<file path="src/hw/rtl/gpio_pin_controller_assert.svh">
// Assertion macros for the GPIO pin controller.
// ASSERT_NOW checks a consequent in the same cycle, ASSERT_NEXT in the cycle after.
`ifndef GPIO_PIN_CONTROLLER_ASSERT_SVH
`define GPIO_PIN_CONTROLLER_ASSERT_SVH
`ifndef SYNTHESIS
`define GPC_ASSERT_NOW(lbl, clk, rst, ante, cons) \
   lbl: assert property (@(posedge clk) disable iff (rst) (ante) |-> (cons)) \
      else $error("gpio_pin_controller: check failed");
`define GPC_ASSERT_NEXT(lbl, clk, rst, ante, cons) \
   lbl: assert property (@(posedge clk) disable iff (rst) (ante) |=> (cons)) \
      else $error("gpio_pin_controller: check failed");
`else
`define GPC_ASSERT_NOW(lbl, clk, rst, ante, cons)
`define GPC_ASSERT_NEXT(lbl, clk, rst, ante, cons)
`endif
`endif

</file>
<file path="src/hw/rtl/gpc_pkg.sv">
package gpc_pkg;

   typedef enum logic [1:0] {
      FUNC_WRITE = 2'd0,
      FUNC_READ  = 2'd1,
      FUNC_TICK  = 2'd2
   } func_type;

   localparam int WORD_BITS     = 32;
   localparam int VEC_BITS      = 64;
   localparam int INDEX_BITS    = 6;
   localparam int FSEL_WORDS    = 6;
   localparam int FSEL_PER_WORD = 10;
   localparam int FSEL_BITS     = 3;

   localparam logic [FSEL_BITS-1:0] FSEL_OUTPUT = 3'd1;

   localparam logic [1:0] PULL_DOWN = 2'd1;
   localparam logic [1:0] PULL_UP   = 2'd2;

   // register word indexes
   localparam logic [INDEX_BITS-1:0] REG_SET_LO   = 6'd7;
   localparam logic [INDEX_BITS-1:0] REG_SET_HI   = 6'd8;
   localparam logic [INDEX_BITS-1:0] REG_CLR_LO   = 6'd10;
   localparam logic [INDEX_BITS-1:0] REG_CLR_HI   = 6'd11;
   localparam logic [INDEX_BITS-1:0] REG_LEV_LO   = 6'd13;
   localparam logic [INDEX_BITS-1:0] REG_LEV_HI   = 6'd14;
   localparam logic [INDEX_BITS-1:0] REG_EVT_LO   = 6'd16;
   localparam logic [INDEX_BITS-1:0] REG_EVT_HI   = 6'd17;
   localparam logic [INDEX_BITS-1:0] REG_RISE_LO  = 6'd19;
   localparam logic [INDEX_BITS-1:0] REG_RISE_HI  = 6'd20;
   localparam logic [INDEX_BITS-1:0] REG_FALL_LO  = 6'd22;
   localparam logic [INDEX_BITS-1:0] REG_FALL_HI  = 6'd23;
   localparam logic [INDEX_BITS-1:0] REG_ARISE_LO = 6'd31;
   localparam logic [INDEX_BITS-1:0] REG_ARISE_HI = 6'd32;
   localparam logic [INDEX_BITS-1:0] REG_AFALL_LO = 6'd34;
   localparam logic [INDEX_BITS-1:0] REG_AFALL_HI = 6'd35;
   localparam logic [INDEX_BITS-1:0] REG_PULL     = 6'd37;
   localparam logic [INDEX_BITS-1:0] REG_PCLK_LO  = 6'd38;
   localparam logic [INDEX_BITS-1:0] REG_PCLK_HI  = 6'd39;

   localparam logic [VEC_BITS-1:0] KEEP_LOW  = 64'h0000_0000_FFFF_FFFF;
   localparam logic [VEC_BITS-1:0] KEEP_HIGH = 64'hFFFF_FFFF_0000_0000;

   typedef struct packed {
      logic                  valid;
      func_type              func;
      logic [INDEX_BITS-1:0] index;
      logic [WORD_BITS-1:0]  data;
   } cmd_type;

endpackage

</file>
<file path="src/hw/rtl/gpio_pin_controller.sv">
// GPIO pin controller: a 40-word register bank over PIN_COUNT pins.
// Request channel: drive req_func, req_reg_index, req_write_data and
// req_pin_levels with start high; the transaction is taken at the clock
// edge where start is high and busy is low. busy stays low, so a new
// transaction may be issued in every cycle.
// req_func selects a register write, a register read or a sample tick that
// loads the pin levels and updates the edge event status.
// Response channel: rsp_valid rises at the first edge after the request was
// taken and stays high for exactly one cycle. rsp_read_data carries the
// read word (zero for writes and ticks); the pin vectors and rsp_event_irq
// show the state after the transaction. The receiver cannot stall: each
// response is taken in the cycle it is shown, and the vector ports hold
// their value between responses.
// Throughput is one transaction per cycle: a request register feeds one
// pass of decode and update logic into the state and read-data registers.
// Reset (synchronous, active high) clears all state: every pin an input,
// output latch, enables, event status, pull code and pull latches zero,
// and drops any transaction in flight.
`include "gpio_pin_controller_assert.svh"

module gpio_pin_controller #(
   parameter int PIN_COUNT = 54
) (
   input  logic                          clock,
   input  logic                          reset,
   input  logic                          start,
   output logic                          busy,
   input  logic [1:0]                    req_func,
   input  logic [gpc_pkg::INDEX_BITS-1:0] req_reg_index,
   input  logic [gpc_pkg::WORD_BITS-1:0] req_write_data,
   input  logic [PIN_COUNT-1:0]          req_pin_levels,
   output logic                          rsp_valid,
   output logic [gpc_pkg::WORD_BITS-1:0] rsp_read_data,
   output logic [PIN_COUNT-1:0]          rsp_out_levels,
   output logic [PIN_COUNT-1:0]          rsp_out_enable,
   output logic [PIN_COUNT-1:0]          rsp_pull_up_pins,
   output logic [PIN_COUNT-1:0]          rsp_pull_down_pins,
   output logic                          rsp_event_irq
);

   logic req_accept;
   logic cmd_not_read;

   gpc_pkg::cmd_type     cmd_ff, cmd_in;
   logic [PIN_COUNT-1:0] pins_ff;
   logic                 rsp_valid_ff;
   logic [gpc_pkg::WORD_BITS-1:0] read_data_ff, read_data_in;

   // every cycle can take a transaction
   assign busy       = 1'b0;
   assign req_accept = start && !busy;

   always_comb begin
      cmd_in.valid = req_accept;
      cmd_in.func  = gpc_pkg::func_type'(req_func);
      cmd_in.index = req_reg_index;
      cmd_in.data  = req_write_data;
   end

   // request register: hold the transaction for the update pass
   always_ff @(posedge clock) begin
      if (reset) begin
         cmd_ff.valid <= 1'b0;
      end else begin
         cmd_ff <= cmd_in;
      end
   end

   always_ff @(posedge clock) begin
      pins_ff <= req_pin_levels;
   end

   // decode, update state and select the read word in one pass
   gpc_regs #(
      .PIN_COUNT(PIN_COUNT)
   ) u_regs (
      .clock         (clock),
      .reset         (reset),
      .cmd           (cmd_ff),
      .pin_levels    (pins_ff),
      .read_word     (read_data_in),
      .out_levels    (rsp_out_levels),
      .out_enable    (rsp_out_enable),
      .pull_up_pins  (rsp_pull_up_pins),
      .pull_down_pins(rsp_pull_down_pins),
      .event_irq     (rsp_event_irq)
   );

   // response register: advance the strobe with the updated state
   always_ff @(posedge clock) begin
      if (reset) begin
         rsp_valid_ff <= 1'b0;
      end else begin
         rsp_valid_ff <= cmd_ff.valid;
      end
   end

   always_ff @(posedge clock) begin
      read_data_ff <= read_data_in;
   end

   assign rsp_valid     = rsp_valid_ff;
   assign rsp_read_data = read_data_ff;

   assign cmd_not_read = cmd_ff.valid && (cmd_ff.func != gpc_pkg::FUNC_READ);

   `GPC_ASSERT_NEXT(a_req_to_cmd, clock, reset, req_accept, cmd_ff.valid)
   `GPC_ASSERT_NEXT(a_cmd_to_rsp, clock, reset, cmd_ff.valid, rsp_valid)
   `GPC_ASSERT_NEXT(a_rd_zero, clock, reset, cmd_not_read, rsp_read_data == '0)

endmodule

</file>
<file path="src/hw/rtl/gpc_regs.sv">
`include "gpio_pin_controller_assert.svh"

module gpc_regs #(
   parameter int PIN_COUNT = 54
) (
   input  logic                           clock,
   input  logic                           reset,
   input  gpc_pkg::cmd_type               cmd,
   input  logic [PIN_COUNT-1:0]           pin_levels,
   output logic [gpc_pkg::WORD_BITS-1:0]  read_word,
   output logic [PIN_COUNT-1:0]           out_levels,
   output logic [PIN_COUNT-1:0]           out_enable,
   output logic [PIN_COUNT-1:0]           pull_up_pins,
   output logic [PIN_COUNT-1:0]           pull_down_pins,
   output logic                           event_irq
);

   localparam int FSEL_SLOTS = gpc_pkg::FSEL_WORDS * gpc_pkg::FSEL_PER_WORD;

   logic wr, rd, tick;
   assign wr   = cmd.valid && (cmd.func == gpc_pkg::FUNC_WRITE);
   assign rd   = cmd.valid && (cmd.func == gpc_pkg::FUNC_READ);
   assign tick = cmd.valid && (cmd.func == gpc_pkg::FUNC_TICK);

   // function select: one 3-bit register per present pin, absent slots read zero
   wire [FSEL_SLOTS-1:0][gpc_pkg::FSEL_BITS-1:0]               fsel_all;
   logic [gpc_pkg::FSEL_WORDS-1:0][gpc_pkg::FSEL_PER_WORD*gpc_pkg::FSEL_BITS-1:0] fsel_word;

   for (genvar p = 0; p < FSEL_SLOTS; p++) begin : g_fsel
      if (p < PIN_COUNT) begin : g_pin
         localparam int W = p / gpc_pkg::FSEL_PER_WORD;
         localparam int K = p % gpc_pkg::FSEL_PER_WORD;
         logic [gpc_pkg::FSEL_BITS-1:0] sel_ff;
         always_ff @(posedge clock) begin
            if (reset) begin
               sel_ff <= '0;
            end else if (wr && (cmd.index == gpc_pkg::INDEX_BITS'(W))) begin
               sel_ff <= cmd.data[gpc_pkg::FSEL_BITS*K +: gpc_pkg::FSEL_BITS];
            end
         end
         assign fsel_all[p] = sel_ff;
      end else begin : g_absent
         assign fsel_all[p] = '0;
      end
   end

   assign fsel_word = fsel_all;

   for (genvar p = 0; p < PIN_COUNT; p++) begin : g_oe
      if (p < FSEL_SLOTS) begin : g_mapped
         assign out_enable[p] = (fsel_all[p] == gpc_pkg::FSEL_OUTPUT);
      end else begin : g_unmapped
         assign out_enable[p] = 1'b0;
      end
   end

   // pin vectors
   logic [PIN_COUNT-1:0] out_ff, level_ff, event_ff, rise_ff, fall_ff;
   logic [PIN_COUNT-1:0] arise_ff, afall_ff, pu_ff, pd_ff;
   logic [1:0]           pull_code_ff;

   logic [gpc_pkg::VEC_BITS-1:0] out64, level64, event64, rise64, fall64;
   logic [gpc_pkg::VEC_BITS-1:0] arise64, afall64, pu64, pd64, pins64;
   logic [gpc_pkg::VEC_BITS-1:0] lo64, hi64;

   logic [gpc_pkg::VEC_BITS-1:0] out_in, level_in, event_in, rise_in, fall_in;
   logic [gpc_pkg::VEC_BITS-1:0] arise_in, afall_in, pu_in, pd_in;
   logic [1:0]                   pull_code_in;

   always_comb begin
      out64   = '0;
      level64 = '0;
      event64 = '0;
      rise64  = '0;
      fall64  = '0;
      arise64 = '0;
      afall64 = '0;
      pu64    = '0;
      pd64    = '0;
      pins64  = '0;
      out64[PIN_COUNT-1:0]   = out_ff;
      level64[PIN_COUNT-1:0] = level_ff;
      event64[PIN_COUNT-1:0] = event_ff;
      rise64[PIN_COUNT-1:0]  = rise_ff;
      fall64[PIN_COUNT-1:0]  = fall_ff;
      arise64[PIN_COUNT-1:0] = arise_ff;
      afall64[PIN_COUNT-1:0] = afall_ff;
      pu64[PIN_COUNT-1:0]    = pu_ff;
      pd64[PIN_COUNT-1:0]    = pd_ff;
      pins64[PIN_COUNT-1:0]  = pin_levels;
   end

   assign lo64 = {32'h0, cmd.data};
   assign hi64 = {cmd.data, 32'h0};

   always_comb begin
      out_in       = out64;
      level_in     = level64;
      event_in     = event64;
      rise_in      = rise64;
      fall_in      = fall64;
      arise_in     = arise64;
      afall_in     = afall64;
      pu_in        = pu64;
      pd_in        = pd64;
      pull_code_in = pull_code_ff;
      if (wr) begin
         case (cmd.index)
            gpc_pkg::REG_SET_LO:   out_in   = out64 | lo64;
            gpc_pkg::REG_SET_HI:   out_in   = out64 | hi64;
            gpc_pkg::REG_CLR_LO:   out_in   = out64 & ~lo64;
            gpc_pkg::REG_CLR_HI:   out_in   = out64 & ~hi64;
            gpc_pkg::REG_EVT_LO:   event_in = event64 & ~lo64;
            gpc_pkg::REG_EVT_HI:   event_in = event64 & ~hi64;
            gpc_pkg::REG_RISE_LO:  rise_in  = (rise64 & gpc_pkg::KEEP_HIGH) | lo64;
            gpc_pkg::REG_RISE_HI:  rise_in  = (rise64 & gpc_pkg::KEEP_LOW) | hi64;
            gpc_pkg::REG_FALL_LO:  fall_in  = (fall64 & gpc_pkg::KEEP_HIGH) | lo64;
            gpc_pkg::REG_FALL_HI:  fall_in  = (fall64 & gpc_pkg::KEEP_LOW) | hi64;
            gpc_pkg::REG_ARISE_LO: arise_in = (arise64 & gpc_pkg::KEEP_HIGH) | lo64;
            gpc_pkg::REG_ARISE_HI: arise_in = (arise64 & gpc_pkg::KEEP_LOW) | hi64;
            gpc_pkg::REG_AFALL_LO: afall_in = (afall64 & gpc_pkg::KEEP_HIGH) | lo64;
            gpc_pkg::REG_AFALL_HI: afall_in = (afall64 & gpc_pkg::KEEP_LOW) | hi64;
            gpc_pkg::REG_PULL:     pull_code_in = cmd.data[1:0];
            gpc_pkg::REG_PCLK_LO: begin
               pu_in = (pu64 & ~lo64) | ((pull_code_ff == gpc_pkg::PULL_UP) ? lo64 : '0);
               pd_in = (pd64 & ~lo64) | ((pull_code_ff == gpc_pkg::PULL_DOWN) ? lo64 : '0);
            end
            gpc_pkg::REG_PCLK_HI: begin
               pu_in = (pu64 & ~hi64) | ((pull_code_ff == gpc_pkg::PULL_UP) ? hi64 : '0);
               pd_in = (pd64 & ~hi64) | ((pull_code_ff == gpc_pkg::PULL_DOWN) ? hi64 : '0);
            end
            default: ;
         endcase
      end else if (tick) begin
         // edges against the previous sample, gated by sync or async enables
         level_in = pins64;
         event_in = event64 | (pins64 & ~level64 & (rise64 | arise64))
                            | (~pins64 & level64 & (fall64 | afall64));
      end
   end

   always_ff @(posedge clock) begin
      if (reset) begin
         out_ff       <= '0;
         level_ff     <= '0;
         event_ff     <= '0;
         rise_ff      <= '0;
         fall_ff      <= '0;
         arise_ff     <= '0;
         afall_ff     <= '0;
         pu_ff        <= '0;
         pd_ff        <= '0;
         pull_code_ff <= '0;
      end else begin
         out_ff       <= out_in[PIN_COUNT-1:0];
         level_ff     <= level_in[PIN_COUNT-1:0];
         event_ff     <= event_in[PIN_COUNT-1:0];
         rise_ff      <= rise_in[PIN_COUNT-1:0];
         fall_ff      <= fall_in[PIN_COUNT-1:0];
         arise_ff     <= arise_in[PIN_COUNT-1:0];
         afall_ff     <= afall_in[PIN_COUNT-1:0];
         pu_ff        <= pu_in[PIN_COUNT-1:0];
         pd_ff        <= pd_in[PIN_COUNT-1:0];
         pull_code_ff <= pull_code_in;
      end
   end

   // read mux; write-only and unmapped words read zero
   always_comb begin
      read_word = '0;
      if (rd) begin
         if (cmd.index < gpc_pkg::INDEX_BITS'(gpc_pkg::FSEL_WORDS)) begin
            read_word = {2'b00, fsel_word[cmd.index[2:0]]};
         end else begin
            case (cmd.index)
               gpc_pkg::REG_LEV_LO:   read_word = level64[31:0];
               gpc_pkg::REG_LEV_HI:   read_word = level64[63:32];
               gpc_pkg::REG_EVT_LO:   read_word = event64[31:0];
               gpc_pkg::REG_EVT_HI:   read_word = event64[63:32];
               gpc_pkg::REG_RISE_LO:  read_word = rise64[31:0];
               gpc_pkg::REG_RISE_HI:  read_word = rise64[63:32];
               gpc_pkg::REG_FALL_LO:  read_word = fall64[31:0];
               gpc_pkg::REG_FALL_HI:  read_word = fall64[63:32];
               gpc_pkg::REG_ARISE_LO: read_word = arise64[31:0];
               gpc_pkg::REG_ARISE_HI: read_word = arise64[63:32];
               gpc_pkg::REG_AFALL_LO: read_word = afall64[31:0];
               gpc_pkg::REG_AFALL_HI: read_word = afall64[63:32];
               gpc_pkg::REG_PULL:     read_word = {30'h0, pull_code_ff};
               default:               read_word = '0;
            endcase
         end
      end
   end

   assign out_levels     = out_ff;
   assign pull_up_pins   = pu_ff;
   assign pull_down_pins = pd_ff;
   assign event_irq      = |event_ff;

   `GPC_ASSERT_NEXT(a_evt_quiet, clock, reset, tick && ((rise_ff | fall_ff | arise_ff | afall_ff) == '0), event_ff == $past(event_ff))
   `GPC_ASSERT_NEXT(a_set_keeps, clock, reset, wr && ((cmd.index == gpc_pkg::REG_SET_LO) || (cmd.index == gpc_pkg::REG_SET_HI)), (out_ff & $past(out_ff)) == $past(out_ff))

endmodule

</file>
<file path="config.mk">
export PLATFORM = sky130hd
export DESIGN_NAME = gpio_pin_controller
export DESIGN_NICKNAME = d
export VERILOG_FILES = /design/src/hw/rtl/gpc_pkg.sv /design/src/hw/rtl/gpio_pin_controller.sv /design/src/hw/rtl/gpc_regs.sv
export VERILOG_INCLUDE_DIRS = /design/src /design/src/hw/rtl
export SDC_FILE = /design/constraint.sdc
export NUM_CORES = 2
export LEC_CHECK = 0
export ABC_AREA = 0
export BUFFER_PORTS_ARGS = -buffer_cell sky130_fd_sc_hd__buf_2
export CORE_AREA = 2 2 271 273
export CTS_CLUSTER_SIZE = 8
export DETAILED_ROUTE_END_ITERATION = 12
export DIE_AREA = 0 0 273 275
export SLEW_MARGIN = 20
export SYNTH_ARGS = -nofsm -noshare
export SYNTH_HDL_FRONTEND = slang
export SYNTH_HIERARCHICAL = 1
export SYNTH_SLANG_ARGS = --single-unit
</file>
<file path="constraint.sdc">
create_clock -name clock -period 3.11 [get_ports clock]
set_clock_uncertainty 0.05 [all_clocks]
set_input_delay 0.311 -clock clock [delete_from_list [all_inputs] [get_ports clock]]
set_output_delay 0.311 -clock clock [all_outputs]
set_load 0.005 [all_outputs]
</file>
==> impl_metrics.yaml <==
pwr:
  worst_ir_drop_vdd_mv: 0.485
  power.net_switching_mw: 5.34
  internal_power_mw: 16.9
  pwr-share-clk_pct: 48.0
  power.switching_fraction_pct: 24.0
  p_leak_nw: 14.4
  powerDensity_nw_per_um2: 567
  combPwrFrac_pct: 4.8
  seqPwrFrac_pct: 47.2
cells_and_area:
  filler_cell_count: 6790
  multi_input_comb_area_sq_um: 14900
  post_route_cells_drive_above_1_share_pct: 16.1
  seqCellArea_sq_um: 16000
  postLayoutCellArea_sq_um: 39100
  areaGrowthSynthToFinish_pct: 21.3
  post_layout_cell_count: 5205
  nNetsFinal: 4312
floorplan:
  die-area_sq_um: 75100
  design.portCount: 348
  die-width_microns: 273
  placementRows: 99
  die_height_microns: 275
  initial_utilization_pct: 44.6
  core_region_area_sq_um: 72300
place:
  placed_cell_area_sq_um: 35200
  gpl.final_weighted_congestion: 0.944
  placed_cells: 4970
  io_buffers: 346
  post-dp-hpwl_microns: 81200
worst_setup_path:
  maximum_cell_stage_delay_along_the_critical_path_ps: 680
  timing.setup.critical_path_class: "flop to output pin"
  cp-start-kind: "flop"
  end_kind: "output pin"
  worst_ep_arrival_time_ps: 2750
  cp.required_ps: 2750
  cp_cell_sequence: "nor4_1, buf_4, nand4_1, or4_1, buf_2"
  timing.critical_path.fanout_max: 4
  crit_path_slowest_cell: "sky130_fd_sc_hd__or4_1"
sta:
  number_of_hold_slack_violations_in_the_final_timing_report: 0
  worst_pin_slew_ps: 1110
  maxSlewViolCount: 0
  timing.final.setup_violations: 0
  whs_ps: 66.8
  final.period_utilization_pct: 99.9
  finalWorstPathRequiredPeriod_ps: 3110
  slew-limit-headroom_pct: 25.8
  fin_setup_tns_ps: 0
  achievable-frequency_ghz: 0.322
  setup_repair_after_global_routing_missed_its_margin: "no"
flow_run:
  maxCapViolations: 0
grt:
  overflow: 0
  total_routing_resource_utilization_after_global_routing_pct: 31.5
  first_global_vias: 28200
  initial_antenna_violation_count: 1
  largest_net_degree_at_the_start_of_global_routing: 209
  grt_pass1_wl_microns: 181000
clock_tree:
  root_buffer: "sky130_fd_sc_hd__clkbuf_16"
  clk_pin_slew_ps: 50
  h-tree-depth: 3
  postCtsResizedCells: 0
  buffer_depth_of_the_longest_clock_path: 3
  cts_tree: "done"
  clock_sinks: 778
  ctsHoldBuffers: 95
  insertion_delay_ps: 680
  post_cts_buffers: 0
  cts-buffers-inserted: 107
yosys:
  synthTopCellsByArea: "sky130_fd_sc_hd__dfxtp_1 (46%), sky130_fd_sc_hd__nand2_1 (12%), sky130_fd_sc_hd__a21oi_1 (9.6%)"
  synth_flop_cell: "sky130_fd_sc_hd__dfxtp_1"
  postSynthNetCount: 3935
  muxShareOfSynthArea_pct: 7.00
  synth_sequential_area_ratio_pct: 49.5
  synth_top_area_share_pct: 45.8
  synth_enable_flop_cells: 40
  syn_inst: 3838
  yosys_synthesis_warning_count: 6
  syn_area_per_cell_sq_um: 8.41
  ys_types: 73
  main_combinational_cell_family_by_area_after_synthesis: "simple AND/OR/NAND/NOR gates"
  synth-compound-area-share_pct: 16.9
  synthSimpleGateAreaFrac_pct: 22.1
  synth.largest_area_cell: "sky130_fd_sc_hd__dfxtp_1"
  synth_fa_ha_area_share_pct: 0
  xor_xnor_share_of_the_synthesized_area_pct: 0.0271
  ys_async_sr_fraction_pct: 0
  synth_area_sq_um: 32300
  ys_ff_latch: 778
routing:
  firstDrtPassIters: 6
  wire_per_inst_microns: 23.5
  detailroute.via_count: 29900
  detail-route-antenna-nets: 0
  detailed_route_wire_length_microns: 123000
  detailedRoute.firstIterationViolations: 3379
  drc_violation_count_after_routing: 0
  routed_via_density: 5.75
status:
  outcome: "finished clean"
hold_path:
  min_path_type: "input port to flop"
-- layer usage --
layer / share of wire, % / vias up / track usage, %
met5: 0 / - / 0
met4: 4.0 / 0 / 12.8
met3: 9.8 / 283 / 6.85
met2: 44 / 1496 / 48.8
met1: 42 / 14300 / 42.8
li1: - / 13900 / -
-- sequential cells by signal, indices dropped and copies added (netlist names) --
register,cells
u_regs/rise_ff,54
rsp_read_data,32
u_regs/pull_down_pins,54
pins_ff,54
u_regs/g_fsel.g_pin.sel_ff,162
u_regs/level_ff,54
u_regs/fall_ff,54
cmd_ff,41
u_regs/pull_up_pins,54
u_regs/pull_code_ff,2
u_regs/arise_ff,54
u_regs/event_ff,54
u_regs/afall_ff,54
u_regs/out_levels,54
rsp_valid,1
-- kinds of logic after synthesis --
family	Yosys count
mux	198
other cells	1
xor+xnor	1
flops	778
compound gates	936
simple gates	1574
buf+inv	350
-- power by group through the flow --
stage               clock network [mW]  logic (mW)  registers [mW]
finish                            10.7        1.07            10.5
global route                      11.2        1.11            10.5
CTS                               10.8        1.04            10.5
detailed placement                   0       0.940            10.7
global placement                     0       0.940            10.7
floorplan                            0       0.623            10.4
-- area by class of cell --
type	instances	share of cell area [%]
antenna	2	0.0128
timing repair buffer	590	10.2
multi-input combinational	2710	38.2
clock buffer	132	7.16
clock inverter	6	0.374
sequential	778	40.8
inverter	28	0.268
tap	959	3.07
-- critical path: cells and delay by family (launching register included) --
family,cells,cell delay [ps]
AND/OR/NAND/NOR,3,1310
buffers and inverters,2,410
flip-flops,1,360
-- final timing paths --
check                               startpoint                                 to  slack, ps  cells past startpoint
min                                      reset  u_regs/g_fsel[24].g_pin.sel_ff[0]         70                      2
max reg2reg                         cmd_ff[32]                   rsp_read_data[8]        210                      6
min reg2reg  u_regs/g_fsel[46].g_pin.sel_ff[0]  u_regs/g_fsel[46].g_pin.sel_ff[0]        410                      2
max                         u_regs/event_ff[0]                      rsp_event_irq          4                      5
-- cells in the mapped netlist (all sizes together), types with 6 or more instances --
master     n
mux2i    174
o21ai     64
a31oi     19
nor2b      6
and3       9
a221oi    29
a22o      24
nand2b   112
or3       22
dfxtp    738
o22ai     20
mux4      22
nor3      96
a2111oi    7
nand2    996
nor2     156
edfxtp    40
buf       90
o211ai    26
inv       27
nor3b    121
a22oi     37
clkbuf   232
a21oi    616
a211oi    67
and2       9
nor4      13
nand3      7
nand4      6
-- through the flow --
step / util [%] / total power [mW] / setup slack [ps]
after floorplan: - / 11.1 / 1060
after global placement: 48.7 / 11.6 / 376
after detailed placement: 48.7 / 11.6 / 293
after CTS: 54.1 / 22.3 / 52.6
after global routing: 54.1 / 22.8 / 50.7
final: 54.1 / 22.2 / 3.75
-- cells in the final DEF, fill, tap and decap left out, types with 108 or more instances in the layout --
cell,count
sky130_fd_sc_hd__nor3b_1,119
sky130_fd_sc_hd__clkbuf_16,108
sky130_fd_sc_hd__nand2b_1,112
sky130_fd_sc_hd__dfxtp_1,738
sky130_fd_sc_hd__buf_2,345
sky130_fd_sc_hd__nand2_1,995
sky130_fd_sc_hd__buf_4,136
sky130_fd_sc_hd__a21oi_1,616
sky130_fd_sc_hd__mux2i_1,174
sky130_fd_sc_hd__nor2_1,140
Power figures use the tool's default switching activity.
